### src/hdl/npq_pkg.sv
// Shared constants and types of the nearest palette quantizer.
package npq_pkg;

	localparam int PIXEL_W     = 16;
	localparam int CHAN_W      = 5;
	localparam int IDX_W       = 4;
	localparam int MAX_ENTRIES = 16;
	localparam int ENTRY_W     = 16;
	localparam int REG_W       = 64;
	localparam int REG_COUNT   = 4;
	localparam int ADDR_W      = 5;
	// Largest distance is three channels of 31, so 93 fits in 7 bits.
	localparam int DIST_W      = 7;

	localparam int                 OPAQUE_BIT = 15;
	localparam logic [PIXEL_W-1:0] SKIP_PIXEL = 16'hBA18;

	// Register select, taken from paddr[4:3].
	typedef enum logic [1:0] {
		REG_PAL_0_3   = 2'd0,
		REG_PAL_4_7   = 2'd1,
		REG_PAL_8_11  = 2'd2,
		REG_PAL_12_15 = 2'd3
	} npq_reg_t;

	// What one cell hands to the next.
	typedef struct packed {
		logic [3*CHAN_W-1:0] chans;
		logic                opaque;
		logic                skip;
		logic                last;
		logic [DIST_W-1:0]   best_dist;
		logic [IDX_W-1:0]    idx;
	} npq_item_t;

endpackage

### src/hdl/npq_if.sv
// Stream interfaces for pixels in and palette indexes out.
interface npq_in_if;
	logic                          valid;
	logic                          ready;
	logic [npq_pkg::PIXEL_W-1:0]   pixel;
	logic                          last_pixel;

	modport source (output valid, pixel, last_pixel, input ready);
	modport sink   (input valid, pixel, last_pixel, output ready);
endinterface

interface npq_out_if;
	logic                        valid;
	logic                        ready;
	logic [npq_pkg::IDX_W-1:0]   palette_index;
	logic                        transparent;
	logic                        last_out;

	modport source (output valid, palette_index, transparent, last_out, input ready);
	modport sink   (input valid, palette_index, transparent, last_out, output ready);
endinterface

### src/hdl/npq_cfg.sv
// APB register file holding the sixteen palette entries.
module npq_cfg (
	input  logic                                                 clk,
	input  logic                                                 arst_n,
	input  logic                                                 psel,
	input  logic                                                 penable,
	input  logic                                                 pwrite,
	input  logic [npq_pkg::ADDR_W-1:0]                           paddr,
	input  logic [npq_pkg::REG_W-1:0]                            pwdata,
	output logic [npq_pkg::REG_W-1:0]                            prdata,
	output logic                                                 pready,
	output logic [npq_pkg::MAX_ENTRIES-1:0][npq_pkg::ENTRY_W-1:0] palette
);
	import npq_pkg::*;

	logic [REG_COUNT-1:0][REG_W-1:0] pal_q;
	npq_reg_t                        sel;
	logic                            wr_en;

	assign sel    = npq_reg_t'(paddr[ADDR_W-1:3]);
	assign pready = 1'b1;
	assign wr_en  = psel & penable & pwrite & pready;

	always_ff @(posedge clk or negedge arst_n) begin
		if (!arst_n) begin
			pal_q <= '0;
		end else if (wr_en) begin
			unique case (sel)
				REG_PAL_0_3:   pal_q[0] <= pwdata;
				REG_PAL_4_7:   pal_q[1] <= pwdata;
				REG_PAL_8_11:  pal_q[2] <= pwdata;
				REG_PAL_12_15: pal_q[3] <= pwdata;
				default:       pal_q[0] <= pwdata;
			endcase
		end
	end

	always_comb begin
		unique case (sel)
			REG_PAL_0_3:   prdata = pal_q[0];
			REG_PAL_4_7:   prdata = pal_q[1];
			REG_PAL_8_11:  prdata = pal_q[2];
			REG_PAL_12_15: prdata = pal_q[3];
			default:       prdata = pal_q[0];
		endcase
	end

	assign palette = pal_q;

endmodule

### src/hdl/npq_cell.sv
// One compare cell: distance to its own palette entry, keeps the better match.
module npq_cell #(
	parameter int IDX = 0
) (
	input  logic                        clk,
	input  logic                        arst_n,
	input  logic [npq_pkg::ENTRY_W-1:0] entry,
	input  logic                        up_valid,
	output logic                        up_ready,
	input  npq_pkg::npq_item_t          up_item,
	output logic                        dn_valid,
	input  logic                        dn_ready,
	output npq_pkg::npq_item_t          dn_item
);
	import npq_pkg::*;

	logic      vld_q;
	npq_item_t item_q;
	npq_item_t nxt;
	logic      take;
	logic [CHAN_W-1:0] d0, d1, d2;
	logic [DIST_W-1:0] cand_dist;

	function automatic logic [CHAN_W-1:0] absdiff(input logic [CHAN_W-1:0] a,
	                                              input logic [CHAN_W-1:0] b);
		return (a < b) ? (b - a) : (a - b);
	endfunction

	assign d0 = absdiff(up_item.chans[CHAN_W-1:0], entry[CHAN_W-1:0]);
	assign d1 = absdiff(up_item.chans[2*CHAN_W-1:CHAN_W], entry[2*CHAN_W-1:CHAN_W]);
	assign d2 = up_item.skip ? '0
	          : absdiff(up_item.chans[3*CHAN_W-1:2*CHAN_W], entry[3*CHAN_W-1:2*CHAN_W]);
	assign cand_dist = DIST_W'(d0) + DIST_W'(d1) + DIST_W'(d2);

	always_comb begin
		nxt = up_item;
		// strict compare: the lower index wins a tie
		if (cand_dist < up_item.best_dist) begin
			nxt.best_dist = cand_dist;
			nxt.idx       = IDX_W'(IDX);
		end
	end

	assign take     = ~vld_q | dn_ready;
	assign up_ready = take;

	always_ff @(posedge clk or negedge arst_n) begin
		if (!arst_n) begin
			vld_q <= 1'b0;
		end else if (take) begin
			vld_q <= up_valid;
		end
	end

	always_ff @(posedge clk) begin
		if (take & up_valid) begin
			item_q <= nxt;
		end
	end

	assign dn_valid = vld_q;
	assign dn_item  = item_q;

endmodule

### src/hdl/nearest_palette_quantizer.sv
// Top level of the nearest palette quantizer: cell chain, registers, stream ports.
// Maps RGB5551 pixels to the nearest of PALETTE_ENTRIES palette colours by
// Manhattan distance over the three 5-bit channels, lowest index on a tie.
// Takes one pixel per clock while the sink keeps taking results; each result
// passes through the chain of compare cells (one per entry, one register each).
// The last cell's register is the output register, and every cell takes a new
// item whenever it is empty or its neighbour is taking its content, so pixels
// keep entering while a result waits on a stalled sink as long as the chain
// has a free slot. Pixels with bit 15 clear come out transparent with index 0;
// the exact pixel 0xBA18 ignores its bits 14-10 channel. The palette lives in
// four 64-bit APB registers at byte addresses 0, 8, 16 and 24 (entry 4i in
// bits 15-0 of register i); the address bits below bit 3 are ignored. Write
// the palette only while the block is idle.
module nearest_palette_quantizer #(
	parameter int PALETTE_ENTRIES = npq_pkg::MAX_ENTRIES
) (
	input  logic                          clk,
	input  logic                          arst_n,
	npq_in_if.sink                        pix_in,
	npq_out_if.source                     res_out,
	input  logic                          psel,
	input  logic                          penable,
	input  logic                          pwrite,
	input  logic [npq_pkg::ADDR_W-1:0]    paddr,
	input  logic [npq_pkg::REG_W-1:0]     pwdata,
	output logic [npq_pkg::REG_W-1:0]     prdata,
	output logic                          pready
);
	import npq_pkg::*;

	localparam int N = PALETTE_ENTRIES;

	logic [MAX_ENTRIES-1:0][ENTRY_W-1:0] palette;

	// link k feeds cell k; link N is the output of the chain
	npq_item_t        item  [N+1];
	logic [N:0]       vld;
	logic [N:0]       rdy;

	npq_cfg u_cfg (
		.clk     (clk),
		.arst_n  (arst_n),
		.psel    (psel),
		.penable (penable),
		.pwrite  (pwrite),
		.paddr   (paddr),
		.pwdata  (pwdata),
		.prdata  (prdata),
		.pready  (pready),
		.palette (palette)
	);

	// Entry to the chain: distance starts above any real value, so cell 0
	// always takes its own entry as the first candidate.
	always_comb begin
		item[0].chans     = pix_in.pixel[3*CHAN_W-1:0];
		item[0].opaque    = pix_in.pixel[OPAQUE_BIT];
		item[0].skip      = (pix_in.pixel == SKIP_PIXEL);
		item[0].last      = pix_in.last_pixel;
		item[0].best_dist = '1;
		item[0].idx       = '0;
	end
	assign vld[0]       = pix_in.valid;
	assign pix_in.ready = rdy[0];

	for (genvar k = 0; k < N; k++) begin : g_cell
		npq_cell #(.IDX(k)) u_cell (
			.clk      (clk),
			.arst_n   (arst_n),
			.entry    (palette[k]),
			.up_valid (vld[k]),
			.up_ready (rdy[k]),
			.up_item  (item[k]),
			.dn_valid (vld[k+1]),
			.dn_ready (rdy[k+1]),
			.dn_item  (item[k+1])
		);
	end

	// Output side: transparent pixels report index 0 whatever the chain found.
	assign rdy[N]                = res_out.ready;
	assign res_out.valid         = vld[N];
	assign res_out.palette_index = item[N].opaque ? item[N].idx : '0;
	assign res_out.transparent   = ~item[N].opaque;
	assign res_out.last_out      = item[N].last;

	// A transparent result never carries a non-zero index.
	a_transp_idx: assert property (@(posedge clk) disable iff (!arst_n)
		res_out.valid && res_out.transparent |-> res_out.palette_index == '0)
		else $error("transparent result with non-zero index");

	// The winner is always one of the configured entries.
	a_idx_range: assert property (@(posedge clk) disable iff (!arst_n)
		res_out.valid |-> 32'(res_out.palette_index) < N)
		else $error("palette index beyond entry count");

	// Every result, opaque or not, has a real distance, never the start value.
	a_dist_real: assert property (@(posedge clk) disable iff (!arst_n)
		vld[N] |-> item[N].best_dist <= DIST_W'(3 * ((1 << CHAN_W) - 1)))
		else $error("result distance out of range");

	// A pixel transfer lands in the first cell.
	a_first_fill: assert property (@(posedge clk) disable iff (!arst_n)
		pix_in.valid && pix_in.ready |=> vld[1])
		else $error("accepted pixel lost at chain entry");

	// Input is only held off when the first cell is occupied.
	a_stall_why: assert property (@(posedge clk) disable iff (!arst_n)
		!pix_in.ready |-> vld[1] && !rdy[1])
		else $error("input stalled with room in the chain");

endmodule

### src/flat_wrapper.sv
// flat-port wrapper written by rule: the top's interface ports become plain ports
module nearest_palette_quantizer_flat import npq_pkg::*;
#(
	parameter int PALETTE_ENTRIES = npq_pkg::MAX_ENTRIES
)
  (clk, arst_n, psel, penable, pwrite, paddr, pwdata, prdata, pready, pix_in_valid, pix_in_pixel, pix_in_last_pixel, pix_in_ready, res_out_valid, res_out_palette_index, res_out_transparent, res_out_last_out, res_out_ready);
  npq_in_if pix_in_i ();
  npq_out_if res_out_i ();
  input  logic clk;
  input  logic arst_n;
  input  logic psel;
  input  logic penable;
  input  logic pwrite;
  input  logic [npq_pkg::ADDR_W-1:0] paddr;
  input  logic [npq_pkg::REG_W-1:0] pwdata;
  output logic [npq_pkg::REG_W-1:0] prdata;
  output logic pready;
  input wire logic [$bits(pix_in_i.valid)-1:0] pix_in_valid;
  input wire logic [$bits(pix_in_i.pixel)-1:0] pix_in_pixel;
  input wire logic [$bits(pix_in_i.last_pixel)-1:0] pix_in_last_pixel;
  output wire logic [$bits(pix_in_i.ready)-1:0] pix_in_ready;
  output wire logic [$bits(res_out_i.valid)-1:0] res_out_valid;
  output wire logic [$bits(res_out_i.palette_index)-1:0] res_out_palette_index;
  output wire logic [$bits(res_out_i.transparent)-1:0] res_out_transparent;
  output wire logic [$bits(res_out_i.last_out)-1:0] res_out_last_out;
  input wire logic [$bits(res_out_i.ready)-1:0] res_out_ready;
  assign pix_in_i.valid = pix_in_valid;
  assign pix_in_i.pixel = pix_in_pixel;
  assign pix_in_i.last_pixel = pix_in_last_pixel;
  assign pix_in_ready = pix_in_i.ready;
  assign res_out_valid = res_out_i.valid;
  assign res_out_palette_index = res_out_i.palette_index;
  assign res_out_transparent = res_out_i.transparent;
  assign res_out_last_out = res_out_i.last_out;
  assign res_out_i.ready = res_out_ready;
  nearest_palette_quantizer #(.PALETTE_ENTRIES(PALETTE_ENTRIES)) u_core (.clk(clk), .arst_n(arst_n), .pix_in(pix_in_i), .res_out(res_out_i), .psel(psel), .penable(penable), .pwrite(pwrite), .paddr(paddr), .pwdata(pwdata), .prdata(prdata), .pready(pready));
endmodule
### config.mk
export PLATFORM = sky130hd
export DESIGN_NAME = nearest_palette_quantizer_flat
export DESIGN_NICKNAME = d
export VERILOG_FILES = /design/src/hdl/npq_pkg.sv /design/src/hdl/npq_if.sv /design/src/hdl/npq_cfg.sv /design/src/hdl/npq_cell.sv /design/src/hdl/nearest_palette_quantizer.sv /design/src/flat_wrapper.sv
export SDC_FILE = /design/constraint.sdc
export NUM_CORES = 2
export LEC_CHECK = 0
export BUFFER_PORTS_ARGS = -buffer_cell sky130_fd_sc_hd__buf_2
export CORE_ASPECT_RATIO = 1.1
export CORE_MARGIN = 10
export CORE_UTILIZATION = 55
export CTS_BUF_LIST = sky130_fd_sc_hd__clkbuf_4 sky130_fd_sc_hd__clkbuf_8 sky130_fd_sc_hd__clkbuf_16
export DETAILED_ROUTE_END_ITERATION = 10
export GPL_ROUTABILITY_DRIVEN = 0
export HOLD_SLACK_MARGIN = 0.1
export PLACE_DENSITY = 0.83
export SLEW_MARGIN = 20
export SYNTH_ARGS = -nofsm -noshare
export SYNTH_HDL_FRONTEND = slang
export SYNTH_SLANG_ARGS = --single-unit
### constraint.sdc
create_clock -name clk -period 5.9 [get_ports clk]
set_input_delay 0.885 -clock clk [delete_from_list [all_inputs] [get_ports clk]]
set_output_delay 0.885 -clock clk [all_outputs]
set_load 0.01 [all_outputs]
==> results.txt <==
The critical path start-end classification is register to register. The count of standard-cell rows is 116. The die width is 308 um.

In the layout the commonest cells are sky130_fd_sc_hd__inv_1, sky130_fd_sc_hd__ha_1, sky130_fd_sc_hd__edfxtp_1. Counting every instance in the synthesized netlist gives 4608. The actual slew at the worst max-slew pin came out at 1.16 ns. The number of warning messages in the yosys log came out at 0. The remaining routing DRC violations is 0. The post-detailed-routing wire length came out at 149000 um. The shortest clock period the worst path allows after layout came out at 5.60 ns. The share of final-layout standard cells stronger than drive strength 1 came out at 15.0%. The number of pins with negative max-slew slack in the final report is 0. The worst path required time is 6.30 ns. Across all layers, the routed design uses 36.6k vias. After synthesis the netlist holds a flip-flop and latch count of 698. The sum of overflow across all layers after global routing is 0.

The maximum fanout count along the critical path is 10. The number of I/O pins came out at 166. The max-cap check violation count is 0. In this run, synthesis inferred 426 flip-flops with an integrated enable. The global-route wire length before repair came out at 222000 um. The headroom to the max-slew limit is 22.9%. The arrival time reported for the critical path endpoint came out at 6.00 ns. The synthesized netlist contains 72 unique library cells. Detailed placement finished with a half-perimeter wire length of 117000 um. The die covers 104000 sq um. In the finished design, the share of the clock period the worst path needs comes to 94.9%. The maximum clock frequency is 0.179 GHz. Entering global routing, the biggest net connects 153 pins. In the final design database the tool counted 5696 nets. Leaving out fill and tap cells, the most frequent cell in the layout is sky130_fd_sc_hd__inv_1. The remaining antenna violation count after routing is 0. STA classifies the critical path startpoint as a register. The classification of the worst-slack hold path is primary input to async pin. In the final routed layout, each cell accounts on average for 24.5 um. The via count of the first global-routing pass came out at 37.1k.

The critical path buffer and inverter count is 1. Setup repair after global routing left no endpoint under its margin. The number of hold violations in the final report came to 0. The via count normalized by instance count came out at 6.03. The initial core utilization came out at 55.3%. After floorplanning, the core was sized to cover 90900 sq um. The setup skew after layout is 0.0360 ns. The first-pass iteration count of the detailed router is 5. The critical path goes through inv_1 -> ha_1 -> nor2b_1 -> o31ai_1 -> a21oi_2 -> mux2i_1 -> a2bb2oi_1 -> mux2_2 -> fa_1 -> ha_1 -> a21oi_1 -> xnor2_1 -> ha_1 -> a2111oi_0 -> a21o_2 -> mux2i_1. CTS saw 698 sinks. The die height is 337 um. Grouping stages by cell kind, the critical path spends the most delay in compound AO/OA/AOI/OAI gates. The count of filler cells inserted in the layout is 6744. The clock latency reported for the late side of the worst-skew pair is 0.66 ns. The total track usage came out at 28.6%. The synthesized netlist net count is 5479. The buffer cell driving the clock tree root is sky130_fd_sc_hd__clkbuf_16.

The violation count after the first detailed-route iteration came out at 3639. By instance count, the cell type seen most on the critical path is sky130_fd_sc_hd__ha_1. The most used flip-flop cell after synthesis is sky130_fd_sc_hd__edfxtp_1. Relative to the synthesized area, the layout overhead comes to 10.4%. The mean cell area of the mapped netlist came out at 10.9 sq um. The summed negative setup slack over all endpoints came out at 0 ns. The deepest clock path buffer count came out at 3. The largest stage delay on the critical path came out at 0.51 ns. The count of hold-fix buffers inserted at cts is 0. Of the synthesized area, sequential elements account for 39.0%.

The slowest stage of the critical path belongs to the cell sky130_fd_sc_hd__dfrtp_1. The initial antenna violation count was 14. The type of element capturing the critical path is a register.

The H-tree level count came out at 3. The run finished with clean final reports. The number of CTS-inserted buffers came out at 75. In this run the tool buffered the top-level ports with 161 buffer cells. The count of endpoints failing setup in the final report came out at 0.

In this run the cell area of the synthesized design comes to 50300 sq um. Of all flip-flops after synthesis, the portion carrying an async set or reset was 39.0%. After clock tree synthesis, the clock-pin slew on the worst setup and hold paths is 0.07 ns.

TritonCTS built the clock tree.
[cells in the mapped netlist, types with 8 or more instances]
| master | number | area share (%) |
|---|---|---|
| sky130_fd_sc_hd__buf_2 | 38 | 0.38 |
| sky130_fd_sc_hd__a21boi_0 | 24 | 0.36 |
| sky130_fd_sc_hd__nor2b_1 | 58 | 0.72 |
| sky130_fd_sc_hd__a211oi_1 | 15 | 0.22 |
| sky130_fd_sc_hd__a2111oi_0 | 15 | 0.26 |
| sky130_fd_sc_hd__mux2_2 | 189 | 4.2 |
| sky130_fd_sc_hd__a211o_1 | 14 | 0.24 |
| sky130_fd_sc_hd__o31ai_4 | 10 | 0.42 |
| sky130_fd_sc_hd__o211ai_1 | 10 | 0.15 |
| sky130_fd_sc_hd__mux2i_1 | 131 | 2.6 |
| sky130_fd_sc_hd__o21ai_0 | 269 | 2.7 |
| sky130_fd_sc_hd__o21a_1 | 62 | 0.93 |
| sky130_fd_sc_hd__nand3_1 | 14 | 0.14 |
| sky130_fd_sc_hd__and2_1 | 13 | 0.16 |
| sky130_fd_sc_hd__nor4_1 | 13 | 0.16 |
| sky130_fd_sc_hd__edfxtp_1 | 426 | 25 |
| sky130_fd_sc_hd__or2_2 | 71 | 0.88 |
| sky130_fd_sc_hd__a21o_1 | 162 | 2.4 |
| sky130_fd_sc_hd__nand2b_1 | 119 | 1.5 |
| sky130_fd_sc_hd__a31oi_1 | 27 | 0.34 |
| sky130_fd_sc_hd__nor2_1 | 133 | 0.99 |
| sky130_fd_sc_hd__nor3b_1 | 9 | 0.13 |
| sky130_fd_sc_hd__xor2_1 | 53 | 0.92 |
| sky130_fd_sc_hd__a21oi_2 | 13 | 0.23 |
| sky130_fd_sc_hd__nor3_1 | 16 | 0.16 |
| sky130_fd_sc_hd__clkbuf_1 | 48 | 0.36 |
| sky130_fd_sc_hd__xnor2_1 | 126 | 2.2 |
| sky130_fd_sc_hd__a21oi_1 | 222 | 2.2 |
| sky130_fd_sc_hd__o31ai_1 | 8 | 0.12 |
| sky130_fd_sc_hd__ha_1 | 586 | 15 |
| sky130_fd_sc_hd__inv_1 | 835 | 6.2 |
| sky130_fd_sc_hd__a2bb2oi_1 | 9 | 0.16 |
| sky130_fd_sc_hd__nand2_1 | 243 | 1.8 |
| sky130_fd_sc_hd__mux4_2 | 64 | 2.9 |
| sky130_fd_sc_hd__fa_1 | 192 | 7.6 |
| sky130_fd_sc_hd__dfrtp_1 | 272 | 14 |
[cells by family after synthesis]
group | Yosys count | share of synthesized area [%]
AOI/OAI and AO/OA | 927 | 11.9
xor gates and xnor gates | 179 | 3.12
adders and majority gates | 778 | 22.2
buffers and inverters | 923 | 6.99
DFF | 698 | 39.0
muxes | 384 | 9.71
other | 1 | 0.00746
and+or+nand+nor | 718 | 7.10
[per-stage QoR]
step                      setup WS [ns]  hold WS (ns)  util (%)  instance area (sq um)  instances
after global placement            0.410         0.402      58.1                  52800       5928
final                             0.300         0.159      61.1                  55500       6074
after CTS                         0.263         0.192      61.1                  55500       6067
after floorplan                   0.984         0.400         -                  50300       4608
after global routing            0.00241         0.188      61.1                  55500       6069
after detailed placement          0.304         0.406      58.1                  52800       5928
[path summary, 6_finish.rpt]
check / end / startpoint / depth (start not counted) / slack, ns
setup / recovery: u_core.g_cell[7].u_cell.dn_item[4]$_DFFE_PP_ / u_core.u_cfg.palette[123]$_DFFE_PN0P_ / 16 / 0.30
max in group asynchronous: u_core.g_cell[2].u_cell.dn_valid$_DFFE_PN0P_ / arst_n / 2 / 4.33
setup reg to reg: u_core.g_cell[7].u_cell.dn_item[4]$_DFFE_PP_ / u_core.u_cfg.palette[123]$_DFFE_PN0P_ / 16 / 0.30
hold reg to reg: u_core.g_cell[1].u_cell.dn_item[11]$_DFFE_PP_ / u_core.g_cell[0].u_cell.dn_item[11]$_DFFE_PP_ / 0 / 0.42
hold / removal: u_core.g_cell[11].u_cell.dn_valid$_DFFE_PN0P_ / arst_n / 1 / 0.16
min in group clk: u_core.g_cell[1].u_cell.dn_item[11]$_DFFE_PP_ / u_core.g_cell[0].u_cell.dn_item[11]$_DFFE_PP_ / 0 / 0.42
[registers in the layout (all words and copies together) (netlist names)]
signal / flops
u_core.u_cfg.palette: 256
u_core.g_cell.u_cell.dn_item: 426
u_core.g_cell.u_cell.dn_valid: 16
[repair_timing]
action | in CTS | in global routing
setup buffers | 0 | 0
setup endpoints to repair | 0 | 22
gates resized for setup | 0 | 5
[final cells by class]
type / count / area, sq um / area share (%)
multi-input combinational: 2987 / 27200 / 49.0
sequential: 698 / 19600 / 35.3
inverter: 835 / 3130 / 5.65
clock buffer: 96 / 2150 / 3.87
tap: 1180 / 1480 / 2.66
timing repair buffer: 228 / 1360 / 2.45
clock inverter: 43 / 557 / 1.00
antenna: 7 / 17.5 / 0.0316
[layer usage]
metal  part of all wire, %  vias up  wire length [um]  global-route usage, %
met3                    11      503             16700                   6.74
met5                 0.066        -                99                      0
li1                      -    16200                 -                      -
met4                   8.2       16             12200                   19.6
met1                    36    17900             53900                   34.7
met2                    44     1977             66200                   44.9
Power is left out: the tool's default activity adds up to more than one toggle a clock period on the data nets, which glitch-free logic cannot reach.
